==> src/sv/deq_pkg.sv <==
// Shared types and constants for the double-ended queue block.
// No dependencies; used by deq_front, deq_back and double_ended_queue.
package deq_pkg;

  localparam int Capacity = 64;
  localparam int DataW    = 32;
  localparam int IdxW     = 6;
  localparam int CntW     = 7;
  localparam int ModeW    = 3;

  // Operation codes match the mode field encoding.
  typedef enum logic [ModeW-1:0] {
    OP_PUSH_FRONT = 3'd0,
    OP_PUSH_BACK  = 3'd1,
    OP_POP_FRONT  = 3'd2,
    OP_POP_BACK   = 3'd3,
    OP_LIST       = 3'd4
  } op_e;

  typedef enum logic [1:0] {
    STATUS_OK    = 2'd0,
    STATUS_EMPTY = 2'd1,
    STATUS_FULL  = 2'd2
  } status_e;

  typedef enum logic {
    BK_IDLE,
    BK_LIST
  } back_state_e;

  typedef struct packed {
    op_e                     op;
    logic signed [DataW-1:0] value;
  } cmd_t;

  // Ring position step forward and back, wrapping at the capacity.
  function automatic logic [IdxW-1:0] ring_inc(input logic [IdxW-1:0] pos);
    logic [IdxW-1:0] res;
    if (pos == IdxW'(Capacity - 1)) res = '0;
    else                            res = pos + IdxW'(1);
    return res;
  endfunction

  function automatic logic [IdxW-1:0] ring_dec(input logic [IdxW-1:0] pos);
    logic [IdxW-1:0] res;
    if (pos == '0) res = IdxW'(Capacity - 1);
    else           res = pos - IdxW'(1);
    return res;
  endfunction

endpackage

==> src/sv/double_ended_queue.sv <==
// Top level of the double-ended queue: front end plus back end.
// Depends on deq_pkg, deq_front and deq_back.
//
// Usage:
//   Input channel (in_valid_i / in_stall_o) carries one word per command:
//   mode_i (0 push front, 1 push back, 2 pop front, 3 pop back, 4 list) and
//   value_i. Modes 5..7 are taken and dropped with no result.
//   Output channel (out_valid_o / out_stall_i) returns result words: status_o,
//   has_element_o, element_o and last_o, which marks the final word of a command.
//   A push or pop result passes through the command queue and then the output
//   register. The back end takes a push or pop while the output is free; a
//   listing makes one ring store read per cycle while the output is free, after
//   taking the list command, until each stored entry has been fetched.
//   A two-entry command queue lets input words arrive while the back end
//   lists or the receiver stalls.
//   Reset clears the front index, count and all valid flags; the ring store
//   is not cleared and needs no clearing pass.
//   When the receiver holds out_stall_i, the output word holds, the back
//   end stops, and in_stall_o rises once the command queue fills.
module double_ended_queue (
  input  logic                              clk_i,
  input  logic                              rst_ni,
  input  logic                              in_valid_i,
  output logic                              in_stall_o,
  input  logic [deq_pkg::ModeW-1:0]         mode_i,
  input  logic signed [deq_pkg::DataW-1:0]  value_i,
  output logic                              out_valid_o,
  input  logic                              out_stall_i,
  output logic [1:0]                        status_o,
  output logic                              has_element_o,
  output logic signed [deq_pkg::DataW-1:0]  element_o,
  output logic                              last_o
);

  logic          cmd_valid;
  logic          cmd_take;
  deq_pkg::cmd_t cmd;

  // Accept and classify words, buffer commands.
  deq_front u_front (
    .clk_i       (clk_i),
    .rst_ni      (rst_ni),
    .in_valid_i  (in_valid_i),
    .in_stall_o  (in_stall_o),
    .mode_i      (mode_i),
    .value_i     (value_i),
    .cmd_valid_o (cmd_valid),
    .cmd_o       (cmd),
    .cmd_take_i  (cmd_take)
  );

  // Execute commands against the ring store and drive result words.
  deq_back u_back (
    .clk_i         (clk_i),
    .rst_ni        (rst_ni),
    .cmd_valid_i   (cmd_valid),
    .cmd_i         (cmd),
    .cmd_take_o    (cmd_take),
    .out_valid_o   (out_valid_o),
    .out_stall_i   (out_stall_i),
    .status_o      (status_o),
    .has_element_o (has_element_o),
    .element_o     (element_o),
    .last_o        (last_o)
  );

endmodule

==> src/sv/deq_front.sv <==
// Front end of the double-ended queue: accepts words, classifies the mode
// and holds commands in a two-entry queue. Depends on deq_pkg.
module deq_front (
  input  logic                              clk_i,
  input  logic                              rst_ni,
  input  logic                              in_valid_i,
  output logic                              in_stall_o,
  input  logic [deq_pkg::ModeW-1:0]         mode_i,
  input  logic signed [deq_pkg::DataW-1:0]  value_i,
  output logic                              cmd_valid_o,
  output deq_pkg::cmd_t                     cmd_o,
  input  logic                              cmd_take_i
);

  deq_pkg::cmd_t slot_q [2];
  logic          wr_ptr_q, rd_ptr_q;
  logic [1:0]    fill_q, fill_d;
  logic          known_op, push, pop;
  deq_pkg::cmd_t new_cmd;

  // Drop unused modes: accepted, never queued.
  always_comb begin
    known_op = 1'b1;
    case (mode_i)
      deq_pkg::OP_PUSH_FRONT, deq_pkg::OP_PUSH_BACK, deq_pkg::OP_POP_FRONT,
      deq_pkg::OP_POP_BACK, deq_pkg::OP_LIST: known_op = 1'b1;
      default: known_op = 1'b0;
    endcase
    new_cmd.op    = deq_pkg::op_e'(mode_i);
    new_cmd.value = value_i;
  end

  assign in_stall_o  = (fill_q == 2'd2);
  assign push        = in_valid_i && !in_stall_o && known_op;
  assign cmd_valid_o = (fill_q != 2'd0);
  assign cmd_o       = slot_q[rd_ptr_q];
  assign pop         = cmd_take_i && cmd_valid_o;

  always_comb begin
    fill_d = fill_q;
    if (push && !pop)      fill_d = fill_q + 2'd1;
    else if (!push && pop) fill_d = fill_q - 2'd1;
  end

  always_ff @(posedge clk_i or negedge rst_ni) begin
    if (!rst_ni) begin
      wr_ptr_q <= 1'b0;
      rd_ptr_q <= 1'b0;
      fill_q   <= 2'd0;
    end else begin
      fill_q <= fill_d;
      if (push) wr_ptr_q <= !wr_ptr_q;
      if (pop)  rd_ptr_q <= !rd_ptr_q;
    end
  end

  always_ff @(posedge clk_i) begin
    if (push) slot_q[wr_ptr_q] <= new_cmd;
  end

endmodule

==> src/sv/deq_back.sv <==
// Back end of the double-ended queue: ring store, front index and count,
// list sequencer and output register. Depends on deq_pkg.
module deq_back (
  input  logic                              clk_i,
  input  logic                              rst_ni,
  input  logic                              cmd_valid_i,
  input  deq_pkg::cmd_t                     cmd_i,
  output logic                              cmd_take_o,
  output logic                              out_valid_o,
  input  logic                              out_stall_i,
  output logic [1:0]                        status_o,
  output logic                              has_element_o,
  output logic signed [deq_pkg::DataW-1:0]  element_o,
  output logic                              last_o
);

  localparam logic [deq_pkg::CntW-1:0] CapCnt = deq_pkg::CntW'(deq_pkg::Capacity);

  logic signed [deq_pkg::DataW-1:0] mem [deq_pkg::Capacity];

  deq_pkg::back_state_e       state_q, state_d;
  logic [deq_pkg::IdxW-1:0]   front_q, front_d;
  logic [deq_pkg::CntW-1:0]   count_q, count_d;
  logic [deq_pkg::IdxW-1:0]   rd_pos_q, rd_pos_d;
  logic [deq_pkg::CntW-1:0]   left_q, left_d;
  logic                       rd_v_q, rd_v_d;
  logic                       rd_last_q, rd_last_d;
  logic signed [deq_pkg::DataW-1:0] rdata_q;

  logic                       out_vld_q, out_vld_d;
  logic [1:0]                 status_q;
  logic                       has_q, last_q;
  logic signed [deq_pkg::DataW-1:0] elem_q;

  logic                       out_free, out_load, rd_en, wr_en, ld_out;
  logic [deq_pkg::IdxW-1:0]   wr_addr;
  logic [deq_pkg::CntW-1:0]   back_sum;
  logic [1:0]                 o_status;
  logic                       o_has, o_last;
  logic signed [deq_pkg::DataW-1:0] o_elem;

  assign out_free = !out_vld_q || !out_stall_i;
  assign out_load = rd_v_q && out_free;
  assign back_sum = {1'b0, front_q} + count_q;

  always_comb begin
    state_d    = state_q;
    front_d    = front_q;
    count_d    = count_q;
    rd_pos_d   = rd_pos_q;
    left_d     = left_q;
    rd_v_d     = rd_v_q;
    rd_last_d  = rd_last_q;
    cmd_take_o = 1'b0;
    wr_en      = 1'b0;
    wr_addr    = front_q;
    rd_en      = 1'b0;
    ld_out     = 1'b0;
    o_status   = deq_pkg::STATUS_OK;
    o_has      = 1'b0;
    o_elem     = '0;
    o_last     = 1'b1;
    case (state_q)
      deq_pkg::BK_IDLE: begin
        if (cmd_valid_i && out_free) begin
          cmd_take_o = 1'b1;
          ld_out     = 1'b1;
          case (cmd_i.op)
            deq_pkg::OP_PUSH_FRONT, deq_pkg::OP_PUSH_BACK: begin
              if (count_q >= CapCnt) begin
                o_status = deq_pkg::STATUS_FULL;
              end else begin
                wr_en   = 1'b1;
                count_d = count_q + deq_pkg::CntW'(1);
                if (cmd_i.op == deq_pkg::OP_PUSH_FRONT) begin
                  front_d = deq_pkg::ring_dec(front_q);
                  wr_addr = front_d;
                end else if (back_sum >= CapCnt) begin
                  wr_addr = deq_pkg::IdxW'(back_sum - CapCnt);
                end else begin
                  wr_addr = back_sum[deq_pkg::IdxW-1:0];
                end
              end
            end
            deq_pkg::OP_POP_FRONT, deq_pkg::OP_POP_BACK: begin
              if (count_q == '0) begin
                o_status = deq_pkg::STATUS_EMPTY;
              end else begin
                count_d = count_q - deq_pkg::CntW'(1);
                if (cmd_i.op == deq_pkg::OP_POP_FRONT) front_d = deq_pkg::ring_inc(front_q);
              end
            end
            deq_pkg::OP_LIST: begin
              if (count_q == '0) begin
                o_status = deq_pkg::STATUS_EMPTY;
              end else begin
                ld_out   = 1'b0;
                state_d  = deq_pkg::BK_LIST;
                rd_pos_d = front_q;
                left_d   = count_q;
              end
            end
            default: ld_out = 1'b0;
          endcase
        end
      end
      deq_pkg::BK_LIST: begin
        // Hand the fetched entry to the output, then fetch the next one.
        if (out_load) begin
          ld_out   = 1'b1;
          o_has    = 1'b1;
          o_elem   = rdata_q;
          o_last   = rd_last_q;
          rd_v_d   = 1'b0;
        end
        if (!rd_v_q || out_load) begin
          if (left_q != '0) begin
            rd_en     = 1'b1;
            rd_v_d    = 1'b1;
            rd_last_d = (left_q == deq_pkg::CntW'(1));
            left_d    = left_q - deq_pkg::CntW'(1);
            rd_pos_d  = deq_pkg::ring_inc(rd_pos_q);
          end else begin
            state_d = deq_pkg::BK_IDLE;
          end
        end
      end
      default: state_d = deq_pkg::BK_IDLE;
    endcase

    out_vld_d = out_vld_q;
    if (ld_out)           out_vld_d = 1'b1;
    else if (!out_stall_i) out_vld_d = 1'b0;
  end

  always_ff @(posedge clk_i or negedge rst_ni) begin
    if (!rst_ni) begin
      state_q   <= deq_pkg::BK_IDLE;
      front_q   <= '0;
      count_q   <= '0;
      rd_pos_q  <= '0;
      left_q    <= '0;
      rd_v_q    <= 1'b0;
      rd_last_q <= 1'b0;
      out_vld_q <= 1'b0;
    end else begin
      state_q   <= state_d;
      front_q   <= front_d;
      count_q   <= count_d;
      rd_pos_q  <= rd_pos_d;
      left_q    <= left_d;
      rd_v_q    <= rd_v_d;
      rd_last_q <= rd_last_d;
      out_vld_q <= out_vld_d;
    end
  end

  always_ff @(posedge clk_i) begin
    if (wr_en) mem[wr_addr] <= cmd_i.value;
    if (rd_en) rdata_q <= mem[rd_pos_q];
  end

  always_ff @(posedge clk_i) begin
    if (ld_out) begin
      status_q <= o_status;
      has_q    <= o_has;
      elem_q   <= o_elem;
      last_q   <= o_last;
    end
  end

  assign out_valid_o   = out_vld_q;
  assign status_o      = status_q;
  assign has_element_o = has_q;
  assign element_o     = elem_q;
  assign last_o        = last_q;

endmodule

==> config.mk <==
export PLATFORM = sky130hd
export DESIGN_NAME = double_ended_queue
export DESIGN_NICKNAME = d
export VERILOG_FILES = /design/src/sv/deq_pkg.sv /design/src/sv/double_ended_queue.sv /design/src/sv/deq_front.sv /design/src/sv/deq_back.sv
export SDC_FILE = /design/constraint.sdc
export NUM_CORES = 2
export LEC_CHECK = 0
export CAP_MARGIN = 20
export CORE_ASPECT_RATIO = 0.75
export CORE_MARGIN = 1.5
export CORE_UTILIZATION = 32
export CTS_CLUSTER_DIAMETER = 200
export CTS_CLUSTER_SIZE = 10
export DETAILED_ROUTE_END_ITERATION = 10
export DONT_BUFFER_PORTS = 1
export PLACE_DENSITY = 0.52
export SYNTH_ARGS = -nofsm -noshare
export SYNTH_HDL_FRONTEND = slang
export SYNTH_SLANG_ARGS = --single-unit
==> constraint.sdc <==
create_clock -name clk_i -period 6.19 [get_ports clk_i]
set_input_delay 0.619 -clock clk_i [delete_from_list [all_inputs] [get_ports clk_i]]
set_output_delay 0.619 -clock clk_i [all_outputs]
set_load 0.01 [all_outputs]
==> impl_metrics.json <==
{
  "status": "finished clean",
  "detailed_place.area_sq_um": 90800,
  "io_pins": 77,
  "antenna_found_initial": 28,
  "placedCellCount": 7132,
  "ir_drop_v": 0.000434,
  "gp_congestion": 0.814,
  "worstPathArrival_ns": 5.15,
  "worst_slack_ns": 1.60,
  "async_flop_share": 0.0153,
  "postLayoutCoreUtil": 0.370,
  "end_kind": "flip-flop",
  "slew_headroom": 0.257,
  "dpl.hpwl_um": 143000,
  "slew_viol_final": 0,
  "dr.pass1.iters": 5,
  "wl_per_cell_um": 32.1,
  "start_util": 0.323,
  "synth_seq_area_share": 0.781,
  "synth_top_cell_by_area": "edfxtp_1",
  "ant_nets": 0,
  "die_w_um": 599,
  "required_ns": 6.74,
  "die_height_um": 450,
  "finalSetupViolCount": 0,
  "vias": 40400,
  "yosysWarnings": 0,
  "overflow": 0,
  "min_path_type": "in2reg",
  "p_int_mw": 31.0,
  "avgSynthCellArea_sq_um": 23.7,
  "combPwrFrac": 0.312,
  "dieArea_sq_um": 269000,
  "leakage_nw": 29.8,
  "vias_per_cell": 5.42,
  "syn_to_final_growth_pct": 14.6,
  "clk_path_buf_depth": 4,
  "final_nets": 3931,
  "p_sw_mw": 15.7,
  "start_kind": "flip-flop",
  "grt_max_degree": 88,
  "synth_cell_type_count": 66,
  "cp_max_fo": 23,
  "path_class": "reg2reg",
  "worst-slew-pin-transition_ns": 1.11,
  "syn_nets": 3657,
  "grt_use_total": 0.176,
  "fin_crit_sh": 0.742,
  "ys_ff_latch": 2220,
  "seq_area_sq_um": 66500,
  "clkPwrFrac": 0.268,
  "finalInstanceArea_sq_um": 97600,
  "worstSkewPairLatency_ns": 0.89,
  "fmax_mhz": 218,
  "power_density_nw_per_um2": 478,
  "htreeDepth": 4,
  "clk_pin_slew_ns": 0.06,
  "drive_gt1_frac": 0.302,
  "syn_inst": 3598,
  "drt_iter0_markers": 6082,
  "grt_setup_unrepaired": "false",
  "synth_flop_cell": "edfxtp_1",
  "core_sq_um": 264000,
  "fill_cells": 23800,
  "synth_top_area_frac": 0.771,
  "swShare": 0.336,
  "hold_violations": 0,
  "multi_input_area_sq_um": 18300,
  "fin_cells": 7453,
  "synth_enable_flop_cells": 2186,
  "min_period_ns": 4.59,
  "whs_ns": 0.0612,
  "port_buffers": 0,
  "tns_ns": 0,
  "cts.sinks": 2220,
  "root_buffer": "clkbuf_16",
  "max_cap_violations": 0,
  "ff2ff_setup_slack_ns": 1.60,
  "num_rows": 163,
  "cts_tree": "done",
  "grt_pass1_vias": 38800,
  "netlist_area_sq_um": 85100,
  "total_power_mw": 46.7,
  "drc": 0,
  "pwr-share-seq": 0.419,
  "wl_um": 239000,
  "cts_inserted_buffers": 247,
  "ctsResizeCount": 0,
  "grt_pass1_wl_um": 328000,
  "yosys-top-cells-area": "edfxtp_1, mux4_2, dfrtp_1",
  "dp_worst_setup_slack_ns": 1.75,
  "skew_ns": 0.0498
}
worst max-delay path, cell delays in order (launching register included):
cell and delay, ns:
dfrtp_1 0.62, inv_1 0.46, o2111ai_2 0.36, nor3_2 0.71, o21ai_1 0.35, o22a_1 0.59, nor3_2 0.87, buf_12 0.29
layout by cell type, fill, tap and decap left out, types with 4 or more instances in the layout:
cell type and count:
buf_4 160, a221o_1 6, a22o_1 6, mux2_2 27, o21ai_0 31, nor2b_1 5
a21o_1 5, mux2_4 10, diode_2 4, nand2_1 57, clkinv_8 4, clkbuf_16 249
a22oi_1 62, inv_1 12, and2_1 34, o21bai_1 5, dfrtp_1 29, mux2i_1 41
nand3_1 25, xnor2_1 9, mux4_2 622, nor2_1 32, nor3_2 66, a21oi_1 16
ha_1 18, xor2_1 4, dlygate4sd3_1 37, buf_12 17, clkbuf_1 25, o22ai_1 5
dfrtp_4 4, edfxtp_1 2186, o21a_1 4, nor3_1 13
power groups by stage:
stage                     Clock (mW)  Sequential [mW]  Combinational (mW)
after global placement             0             19.9                14.5
final                           12.5             19.6                14.6
after CTS                       12.8             19.6                14.7
after global routing            13.4             19.6                15.3
after floorplan                    0             19.3                8.38
after detailed placement           0             19.9                14.6
worst paths after layout:
| kind | from | endpoint | cells after the start |
|---|---|---|---|
| worst max-delay path | u_back.state_q | u_back.mem[26][31] | 7 |
| worst min-delay path | in_valid_i | u_front.wr_ptr_q | 2 |
| worst max register to register | u_back.state_q | u_back.mem[26][31] | 7 |
| worst min register to register | u_back.rd_last_q | u_back.last_o | 2 |
| max in group asynchronous | rst_ni | u_back.rd_pos_q[0] | 2 |
| min in group asynchronous | rst_ni | u_front.wr_ptr_q | 2 |
cell usage after synthesis (all sizes together), types with 3 or more instances:
cell and number:
a211oi 3, a21o 6, a21oi 16, a221o 6, a22o 6, a22oi 62, a32o 3, and2 36
and3 3, buf 70, clkbuf 119, dfrtp 34, edfxtp 2186, ha 18, inv 13, mux2 37
mux2i 42, mux4 622, nand2 57, nand2b 3, nand3 25, nor2 34, nor2b 7, nor3 79
nor3b 3, o211a 3, o21a 4, o21ai 35, o21bai 5, o22ai 5, o31ai 3, o32ai 3
or2 3, or3 3, xnor2 9, xor2 4
cells by family (layout without fill, tap and decap cells):
| family | count (synthesis) | count (layout) | share of synthesized area |
|---|---|---|---|
| AOI/OAI and AO/OA | 178 | 178 | 0.0149 |
| xor gates and xnor gates | 13 | 13 | 0.00134 |
| other | 0 | 4 | 0 |
| and+or+nand+nor | 264 | 264 | 0.0155 |
| adders and majority gates | 20 | 20 | 0.00312 |
| DFF | 2220 | 2220 | 0.781 |
| buffers and inverters | 202 | 506 | 0.00955 |
| muxes | 701 | 701 | 0.175 |
what timing repair did:
action	CTS	global route
endpoints found under the hold margin	105	0
hold buffers	38	0
endpoints found under the setup margin	0	0
buffers inserted	0	0
flip-flops by register name, indices dropped and copies added, names as in the netlist:
signal / count
u_back.mem: 2048
u_front.slot_q: 70
u_back.element_o: 32
u_back.rdata_q: 32
u_back.count_q: 7
u_back.left_q: 7
u_back.front_q: 6
u_back.rd_pos_q: 6
u_back.status_o: 2
u_front.fill_q: 2
u_back.has_element_o: 1
u_back.last_o: 1
u_back.out_valid_o: 1
u_back.rd_last_q: 1
u_back.rd_v_q: 1
u_back.state_q: 1
u_front.rd_ptr_q: 1
u_front.wr_ptr_q: 1
routing by layer:
layer  share of wire  wire length [um]  up-vias  global-route usage
met5        0.000029                 7        -                   0
met4           0.017              3970        2              0.0325
met3            0.10             24600      248              0.0450
met2            0.42             99700     1884               0.238
met1            0.46            111000    22300               0.282
li1                -                 -    15900                   -
area by class of cell:
| type | count | area share |
|---|---|---|
| tap | 3547 | 0.0455 |
| sequential | 2220 | 0.682 |
| inverter | 13 | 0.000500 |
| clock buffer | 274 | 0.0648 |
| timing repair buffer | 214 | 0.0196 |
| multi-input combinational | 1176 | 0.187 |
| antenna | 4 | 0.000103 |
| clock inverter | 5 | 0.000757 |
(Power assumes the default switching activity.)
